[config.mk]
export PLATFORM = sky130hd
export DESIGN_NAME = tga_decode
export DESIGN_NICKNAME = d
export VERILOG_FILES = /design/src/hw/rtl/tga_pkg.sv /design/src/hw/rtl/tga_decode.sv
export SDC_FILE = /design/constraint.sdc
export NUM_CORES = 1
export LEC_CHECK = 0
export BUFFER_PORTS_ARGS = -buffer_cell sky130_fd_sc_hd__buf_2
export CAP_MARGIN = 25
export CORE_MARGIN = 4
export CORE_UTILIZATION = 30
export CTS_BUF_LIST = sky130_fd_sc_hd__clkbuf_8
export DETAILED_ROUTE_END_ITERATION = 6
export GPL_ROUTABILITY_DRIVEN = 0
export PLACE_DENSITY = 0.51
export SYNTH_ARGS = -nofsm -noshare
export SYNTH_HDL_FRONTEND = slang
export SYNTH_SLANG_ARGS = --single-unit
[constraint.sdc]
create_clock -name aclk -period 12.4 [get_ports aclk]
set_clock_uncertainty 0.05 [all_clocks]
set_input_delay 0.62 -clock aclk [delete_from_list [all_inputs] [get_ports aclk]]
set_output_delay 0.62 -clock aclk [all_outputs]
set_load 0.05 [all_outputs]
[src/hw/rtl/tga_pkg.sv]
package tga_pkg;

    typedef enum logic [1:0] {
        KIND_MAP   = 2'd0,
        KIND_PIXEL = 2'd1,
        KIND_START = 2'd2,
        KIND_NONE  = 2'd3
    } kind_t;

    typedef enum logic [1:0] {
        ST_OK      = 2'd0,
        ST_BAD_IDX = 2'd1,
        ST_EARLY   = 2'd2
    } status_t;

    localparam logic [2:0] REG_PIXEL_BITS = 3'd0;
    localparam logic [2:0] REG_MAP_BITS   = 3'd1;
    localparam logic [2:0] REG_MAP_MODE   = 3'd2;
    localparam logic [2:0] REG_RLE_MODE   = 3'd3;
    localparam logic [2:0] REG_PIX_COUNT  = 3'd4;
    localparam logic [2:0] REG_MAP_ENTRIES = 3'd5;

    localparam logic [7:0] PKT_RUN_FLAG = 8'h80;
    localparam logic [7:0] PKT_LEN_MASK = 8'h7f;

    // byte count minus one
    function automatic logic [1:0] last_byte(input logic [5:0] bits);
        if (bits <= 6'd8) return 2'd0;
        else if (bits <= 6'd16) return 2'd1;
        else if (bits <= 6'd24) return 2'd2;
        else return 2'd3;
    endfunction

    function automatic logic [31:0] unpack(input logic [31:0] raw, input logic [1:0] lb);
        logic [31:0] res;
        unique case (lb)
            2'd0: res = {8'hff, raw[7:0], raw[7:0], raw[7:0]};
            2'd1: res = {8'hff, raw[14:10], 3'b000, raw[9:5], 3'b000, raw[4:0], 3'b000};
            2'd2: res = {8'hff, raw[23:0]};
            default: res = raw;
        endcase
        return res;
    endfunction

    // result of the decode stage, waiting for the map read
    typedef struct packed {
        logic        valid;
        logic        use_map;
        logic [31:0] colour;
        logic [7:0]  rep;
        status_t     status;
        logic        eoi;
    } stage_t;

endpackage

[src/hw/rtl/tga_decode.sv]
module tga_decode
    import tga_pkg::*;
#(
    parameter int MAP_DEPTH = 256
) (
    input  logic        aclk,
    input  logic        aresetn,
    input  logic        in_en,
    input  logic        stall,
    input  logic [1:0]  kind,
    input  logic [7:0]  data_byte,
    input  logic        final_req,
    input  logic [5:0]  pixel_bits,
    input  logic [5:0]  map_entry_bits,
    input  logic        map_mode,
    input  logic        rle_mode,
    input  logic [31:0] pixel_count,
    input  logic [8:0]  map_entries,
    output logic        map_we,
    output logic [7:0]  map_waddr,
    output logic [31:0] map_wdata,
    output logic        map_re,
    output logic [7:0]  map_raddr,
    output stage_t      stage
);
    logic [7:0]  wentry_reg, wentry_next;
    logic [1:0]  wbyte_reg, wbyte_next;
    logic [31:0] wacc_reg, wacc_next;
    logic [31:0] asm_reg, asm_next;
    logic [1:0]  pidx_reg, pidx_next;
    logic        hdr_reg, hdr_next;
    logic [7:0]  pleft_reg, pleft_next;
    logic        run_reg, run_next;
    logic [31:0] left_reg, left_next;
    logic        fin_reg, fin_next;
    stage_t      st;
    logic [31:0] asm_v, wacc_v;
    logic [1:0]  lb;
    logic [7:0]  rep, pl;
    logic        done;

    always_comb begin
        wentry_next = wentry_reg; wbyte_next = wbyte_reg; wacc_next = wacc_reg;
        asm_next = asm_reg; pidx_next = pidx_reg; hdr_next = hdr_reg;
        pleft_next = pleft_reg; run_next = run_reg; left_next = left_reg;
        fin_next = fin_reg;
        st = '0;
        map_we = 1'b0; map_re = 1'b0;
        map_raddr = asm_next[7:0];
        lb = last_byte(map_entry_bits);
        asm_v = '0; wacc_v = '0; rep = '0; pl = '0; done = 1'b0;
        // full entry accumulated locally, written once complete
        unique case (wbyte_reg)
            2'd0: wacc_v = {24'd0, data_byte};
            2'd1: wacc_v = {wacc_reg[31:16], data_byte, wacc_reg[7:0]};
            2'd2: wacc_v = {wacc_reg[31:24], data_byte, wacc_reg[15:0]};
            default: wacc_v = {data_byte, wacc_reg[23:0]};
        endcase
        map_wdata = wacc_v;
        map_waddr = wentry_reg;
        if (in_en) begin
            unique case (kind_t'(kind))
                KIND_START: begin
                    left_next = pixel_count; fin_next = 1'b0;
                    wentry_next = '0; wbyte_next = '0; asm_next = '0; pidx_next = '0;
                    hdr_next = 1'b1; pleft_next = '0; run_next = 1'b0;
                end
                KIND_MAP: begin
                    wacc_next = wacc_v;
                    map_we = ({24'd0, wentry_reg} < MAP_DEPTH);
                    if (wbyte_reg >= lb) begin
                        wbyte_next = '0;
                        wentry_next = wentry_reg + 8'd1;
                    end else begin
                        wbyte_next = wbyte_reg + 2'd1;
                        map_we = 1'b0;
                    end
                end
                KIND_PIXEL: begin
                    if (!fin_reg && left_reg != '0) begin
                        if (rle_mode && hdr_reg) begin
                            run_next = (data_byte & PKT_RUN_FLAG) != '0;
                            pleft_next = (data_byte & PKT_LEN_MASK) + 8'd1;
                            hdr_next = 1'b0;
                            pidx_next = '0;
                        end else begin
                            unique case (pidx_reg)
                                2'd0: asm_v = {24'd0, data_byte};
                                2'd1: asm_v = {asm_reg[31:16], data_byte, asm_reg[7:0]};
                                2'd2: asm_v = {asm_reg[31:24], data_byte, asm_reg[15:0]};
                                default: asm_v = {data_byte, asm_reg[23:0]};
                            endcase
                            asm_next = asm_v;
                            if (pidx_reg >= last_byte(pixel_bits)) begin
                                pidx_next = '0;
                                map_raddr = asm_v[7:0];
                                if (map_mode && ({1'b0, asm_v[7:0]} >= map_entries
                                        || {24'd0, asm_v[7:0]} >= MAP_DEPTH)) begin
                                    fin_next = 1'b1; done = 1'b1;
                                    st.valid = 1'b1; st.status = ST_BAD_IDX; st.eoi = 1'b1;
                                end else begin
                                    map_re = map_mode;
                                    st.use_map = map_mode;
                                    st.colour = unpack(asm_v, last_byte(pixel_bits));
                                    if (rle_mode) begin
                                        pl = (pleft_reg == '0) ? 8'd1 : pleft_reg;
                                        if (run_reg) begin
                                            rep = pl; pl = '0;
                                        end else begin
                                            rep = 8'd1; pl = pl - 8'd1;
                                        end
                                        pleft_next = pl;
                                        if (pl == '0) hdr_next = 1'b1;
                                    end else begin
                                        rep = 8'd1;
                                    end
                                    if ({24'd0, rep} > left_reg) rep = left_reg[7:0];
                                    left_next = left_reg - {24'd0, rep};
                                    if (left_next == '0) fin_next = 1'b1;
                                    st.valid = 1'b1; st.rep = rep;
                                    st.status = ST_OK; st.eoi = fin_next;
                                end
                            end else begin
                                pidx_next = pidx_reg + 2'd1;
                            end
                        end
                        if (!done && final_req && !fin_next) begin
                            fin_next = 1'b1;
                            st = '0;
                            map_re = 1'b0;
                            st.valid = 1'b1; st.status = ST_EARLY; st.eoi = 1'b1;
                        end
                    end
                end
                default: ;
            endcase
        end
    end

    always_ff @(posedge aclk) begin
        if (!aresetn) begin
            wentry_reg <= '0; wbyte_reg <= '0; asm_reg <= '0; pidx_reg <= '0;
            hdr_reg <= 1'b1; pleft_reg <= '0; run_reg <= 1'b0; left_reg <= '0;
            fin_reg <= 1'b0; stage <= '0; wacc_reg <= '0;
        end else begin
            wentry_reg <= wentry_next; wbyte_reg <= wbyte_next; wacc_reg <= wacc_next;
            asm_reg <= asm_next; pidx_reg <= pidx_next; hdr_reg <= hdr_next;
            pleft_reg <= pleft_next; run_reg <= run_next; left_reg <= left_next;
            fin_reg <= fin_next;
            // a waiting result stays put while the output register is blocked
            if (in_en) stage <= st;
            else if (!stall) stage.valid <= 1'b0;
        end
    end
endmodule

; After elaboration in Yosys (flattened, before gate mapping)
; Cells that the tools add are included.
[word_totals]
register_bits = 164
latch_bits = 0
ramBits = 0
rom_bits = 0
input_bits = 70
output_inout_bits = 95
elab_cells = 197
n_memories = 0
[op_classes]
add_sub_neg = 6
multipliers = 0
div = 0
n_lt_le_gt_ge = 10
n_eq_ne = 19
shift = 0
n_mux = 119
bitwise = 0
n_reduce_logical = 27
[ops]
columns = operator, n
row1 = 2-to-1 mux 32 bit, 10
row2 = one-hot mux 32 bit (3 select lines), 3
row3 = 2-to-1 mux 8 bit, 35
row4 = 2-to-1 mux 45 bit, 5
row5 = one-hot mux 32 bit (2 select lines), 2
row6 = 2-to-1 mux 41 bit, 1
row7 = 2-to-1 mux 2 bit, 19
row8 = 2-to-1 mux 1 bit, 37
row9 = > comparator 8 x 32 -> 1 bit, 1
row10 = logical NOT 32 bit, 1
row11 = one-hot mux 8 bit (2 select lines), 2
row12 = nonzero test 32 bit, 1
row13 = subtractor 32 x 8 -> 32 bit, 1
row14 = "less-or-equal comparator 6 x 5 -> 1 bit, second input constant", 4
row15 = logical NOT 8 bit, 2
row16 = "inequality test 2 bit, second input constant", 7
row17 = "less-or-equal comparator 6 x 4 -> 1 bit, second input constant", 2
row18 = "inequality test 3 bit, second input constant", 4
row19 = AND reduction 6 bit, 2
row20 = >= comparator 8 x 9 -> 1 bit, 1
row21 = "adder 7 x 1 -> 8 bit, second input constant", 1
row22 = "adder 8 x 1 -> 8 bit, second input constant", 1
row23 = "equality test 2 x 1 -> 1 bit, second input constant", 4
row24 = "equality test 2 bit, second input constant", 4
row25 = 13 further kinds, 31

; Longest topological paths before layout
[depth]
ltp_word = 37
depth_mapped = 29
mapped_depth_nobuf = 26

; Worst setup path before layout
; OpenSTA, ideal clock, no wires.
[synth_path]
path_kind = register -> output
start = register pleft_reg[3]
end = output map_re
arrival_time_ns = 5.818
required_ns = 11.730
setup_slack_ns = 5.912
stages_incl_launch_ff = 28
n_path_buf = 2
cell_sequence = dfxtp_1 or4_1 nor2_1 a21oi_1 nand3_1 inv_1 ha_1 nor2b_1 o21ai_0 nand2b_1 a21oi_1 o21ai_0 nor4b_1 clkbuf_1 nor2_1 a21oi_1 ha_1 inv_1 fa_1 a211oi_1 o21ai_0 a21o_1 clkbuf_1 a32o_1 a2111oi_0 nand4_1 nand4b_4 a21oi_1
[synth_between]
elab_chain_cells = 33
[synth_rtl]
columns = item, line
row1 = "start, declared", tga_decode.sv:32  ; logic [7:0] pleft_reg, pleft_next;
row2 = "start signal, assigned", tga_decode.sv:148  ; pleft_reg <= pleft_next; run_reg <= run_next; left_reg <= left_next;
row3 = logical NOT 8 bit, tga_decode.sv:106  ; pl = (pleft_reg == '0) ? 8'd1 : pleft_reg;
row4 = 2-to-1 mux 8 bit (*), tga_decode.sv:106
row5 = 2-to-1 mux 8 bit (*), tga_decode.sv:107  ; if (run_reg) begin
row6 = 2-to-1 mux 8 bit (*), tga_decode.sv:105  ; if (rle_mode) begin
row7 = 2-to-1 mux 8 bit (*), tga_decode.sv:97  ; if (map_mode && ({1'b0, asm_v[7:0]} >= map_entries
row8 = 2-to-1 mux 8 bit (*), tga_decode.sv:94  ; if (pidx_reg >= last_byte(pixel_bits)) begin
row9 = 2-to-1 mux 8 bit (*), tga_decode.sv:81  ; if (rle_mode && hdr_reg) begin
row10 = 2-to-1 mux 8 bit (*), tga_decode.sv:80  ; if (!fin_reg && left_reg != '0) begin
row11 = [17 not listed], --
row12 = 2-to-1 mux 1 bit (*), tga_decode.sv:62  ; unique case (kind_t'(kind))
row13 = 2-to-1 mux 1 bit (*), tga_decode.sv:61  ; if (in_en) begin
row14 = logical NOT 1 bit (*), tga_decode.sv:127  ; if (!done && final_req && !fin_next) begin
row15 = logical AND 1 bit (*), tga_decode.sv:127
row16 = 2-to-1 mux 1 bit (*), tga_decode.sv:127
row17 = 2-to-1 mux 1 bit (*), tga_decode.sv:80
row18 = 2-to-1 mux 1 bit (*), tga_decode.sv:62
row19 = 2-to-1 mux 1 bit (*), tga_decode.sv:61
row20 = "end, declared", tga_decode.sv:22  ; output logic map_re,
; Every way passes the cells marked *; elsewhere a longest branch is shown, timed or not. The select of a mux whose other input is x is not followed.

; Final worst setup path
; Ends and elaborated chain as after synthesis.

==> results.md <==
* Initial antenna violation count at 1
* Crit-path max FO at 10
* DR vias/cell at approximately 5.3
* DP HPWL at 23.81 mm
* Routed WL at 33.61 mm
* Yosys warns at 0
* Commonest non-fill, non-tap cell in the layout: nand2_1
* Largest net degree at the start of global routing at 88
* Switching pwr at ~470 uW
* CTS H-tree depth at 4
* First-pass GRT wire length at roughly 52 mm
* CTS Buffer Depth at 2
* Syn avg cell area at 7.734 um^2
* Overall Global Routing Usage at 0.1807
* Clk network pwr share at 0.345
* Final nets at ~1500
* Worst Max-Slew Pin Slew at between 0.9 and 1 ns
* Vias at slightly below 10000
* Die H at ~190 um
* Switching Share at 0.3499
* FF+latch count, synth at 164
* First-pass iteration count of the detailed router at 5
* Hold-fix buffers, CTS at 0
* Async SR Flop Fraction at 0
* Final slew viol count at 0
* Ports at roughly 170
* Reg2reg start: pleft_reg[3]
* Cell Int Power at roughly 900 uW
* Detail Route Antenna Nets at 0
* Area added between synthesis and finish at 15.87%
* Required @ worst endpoint at between 10 and 15 ns
* Placed Area at ~11000 um^2
* Worst hold path type: input pin to flip-flop
* Crit path time final at roughly 7.4 ns
* PostCTS Resize Cnt at 0
* Fmax achieved at approximately 140 MHz
* Clock Latency Late Sink at 0.49 ns
* Synth cell types at 71
* Number of flip-flops in the largest register at 45
* Critical Path Start: pleft_reg[3]
* Post-CTS setup buffers at 0
* Share of cells above drive strength 1 at 0.1840
* Die ar. at around 36000 um^2
* Worst vdd ir at roughly 0.000065 V
* Reg clk slew, reported paths at approximately 0.1 ns
* Aggregate global routing overflow at 0
* RSZ-0062 raised after global routing: no
* Flop pwr share at 0.407
* N_diodes at 0
* Design Area, Final at between 10000 and 15000 um^2
* Period utilisation layout at 0.5939
* Critical Path AT at 6.69 ns
* Sum of negative setup slack at 0 ns
* Combinational power share at 0.248
* Most used DFF post-synth: dfxtp_1
* CTS tree: built
* Worst Hold Launch: pixel_count[12]
* Largest Register: stage
* CP Capture Type: output port
* Starting Density at 0.3038
* Syn Inst Count at 1275
* Mapped Area at a little under 10000 um^2
* DRT iter0 DRCs at approximately 660
* Std cell rows at 66
* Post-synth EDFFs at 0
* Leakage Power at about 4.7 nW
* Crit path kind: flip-flop to output port
* Vias in the first global route at 9017
* Final Setup Violations at 0
* Mapped Nets at 1385
* Routed length per placed instance at approximately 18 um
* Slew headroom at 0.3407
* Clock buffer count from CTS at 17
* TritonCTS Sinks at around 160
* Commonest cells after routing, fill and taps aside: nand2_1 (191), dfxtp_1 (164), buf_2 (163)
* Worst Setup Start Kind: flip-flop
* Max Cap Viol at 0
* Sequential share of the synthesized area at 0.3330
* Status: complete, no violations
* Final hold vios at 0
* Root buf cell: clkbuf_8
* Die Span X at between 150 and 200 um
* Pwr/cell area at between 100 and 150 nW/um^2
* Core Box Area at between 30000 and 40000 um^2
* IO buf count at roughly 160
* Drc violations at 0
[kinds of logic (layout without fill, tap and decap cells)]
| group | count (synthesis) | count (layout) | share of synthesized area |
|---|---|---|---|
| AND/OR/NAND/NOR | 509 | 509 | 0.2492 |
| AO/OA/AOI/OAI | 377 | 377 | 0.2608 |
| flip-flops | 164 | 164 | 0.3330 |
| buffers and inverters | 134 | 245 | 0.05558 |
| adder cells (fa/ha/maj) | 40 | 40 | 0.05152 |
| multiplexers | 27 | 27 | 0.02868 |
| XOR/XNOR | 24 | 24 | 0.02132 |
[stage by stage]
stage	util	hold WS [ns]	setup WS [ns]	instances	total power, mW
global route	0.3521	0.3507	4.394	1828	1.423
CTS	0.3521	0.3459	5.088	1828	1.365
detailed placement	0.3379	0.3873	5.652	1796	0.8943
floorplan	-	0.3928	5.912	1275	0.8003
global placement	0.3372	0.3794	5.225	1794	0.8933
finish	0.3521	0.3692	5.035	1828	1.353
[power by group through the flow]
stage               Clock (mW)  Combinational, mW  Sequential [mW]
detailed placement           0              0.332            0.562
finish                   0.467              0.336            0.550
floorplan                    0              0.243            0.558
global placement             0              0.331            0.562
CTS                      0.481              0.334            0.550
global route             0.503              0.368            0.552
[worst max-delay path: stages (launching register included)]
cell and delay (ns):
dfxtp_1 0.37, or4_1 0.58, nor2_1 0.15, a21oi_1 0.14, nand3_1 0.18, inv_1 0.06
ha_1 0.17, nor2b_1 0.09, o21ai_0 0.07, nand2b_1 0.07, a21oi_1 0.06, o21ai_0 0.12
nor4b_2 0.30, buf_4 0.25, nor2_1 0.06, a21oi_1 0.20, ha_1 0.21, inv_1 0.06
fa_1 0.40, a211oi_1 0.36, o21ai_0 0.24, a21o_1 0.34, a32o_1 0.26, a2111oi_0 0.36
nand4_1 0.20, nand4b_4 0.26, a21oi_1 0.33, buf_2 0.33
[area by class of cell]
| class | count | area, um^2 |
|---|---|---|
| Fill cell | 3489 | 21030 |
| Multi-Input combinational cell | 977 | 6063 |
| Timing Repair Buffer | 178 | 935.9 |
| Inverter | 35 | 131.4 |
| Tap cell | 442 | 553.0 |
| Sequential cell | 164 | 3283 |
| Clock inverter | 14 | 211.5 |
| Clock buffer | 18 | 247.7 |
[path summary, 6_finish.rpt]
kind	slack (ns)	depth (start not counted)	to
max	5.04	27	map_re
max reg2reg	5.95	27	stage[3]
min	0.37	3	left_reg[12]
min reg2reg	0.40	2	stage[41]
[layer usage]
| metal | share of wire | GRT usage | vias up |
|---|---|---|---|
| met2 | 0.47 | 0.2985 | 273 |
| met4 | 0.021 | 0.05231 | 2 |
| li1 | - | - | 4756 |
| met5 | 0.00039 | 0 | - |
| met3 | 0.053 | 0.03503 | 42 |
| met1 | 0.46 | 0.2411 | 4576 |
[cells in the mapped netlist (4+ instances only)]
master | n | share of area
o21ai_0 | 76 | 0.039
o221ai_1 | 11 | 0.0098
nor4_1 | 13 | 0.0082
nand2_1 | 192 | 0.073
buf_6 | 4 | 0.0046
a211oi_1 | 4 | 0.0030
a21boi_0 | 39 | 0.030
clkbuf_1 | 72 | 0.027
nand4b_1 | 5 | 0.0044
a21oi_1 | 91 | 0.046
o211ai_1 | 18 | 0.014
a21o_1 | 8 | 0.0061
inv_1 | 35 | 0.013
nor2_1 | 83 | 0.032
and2_1 | 9 | 0.0057
nor2b_1 | 51 | 0.032
nor3_1 | 41 | 0.021
mux2i_1 | 17 | 0.017
buf_1 | 13 | 0.0049
nand3_1 | 47 | 0.024
or3_1 | 4 | 0.0025
a31oi_1 | 7 | 0.0044
buf_2 | 8 | 0.0041
nand4_1 | 8 | 0.0051
a22oi_1 | 33 | 0.025
nand2b_1 | 16 | 0.010
and3_1 | 16 | 0.010
o211a_1 | 4 | 0.0041
dfxtp_1 | 164 | 0.33
mux2_2 | 10 | 0.011
xnor2_1 | 9 | 0.0080
xor2_1 | 15 | 0.013
a32o_1 | 12 | 0.012
or2_2 | 7 | 0.0044
a22o_1 | 28 | 0.025
o21a_1 | 4 | 0.0030
o31ai_1 | 9 | 0.0069
ha_1 | 39 | 0.049
Power figures use the tool's default switching activity.
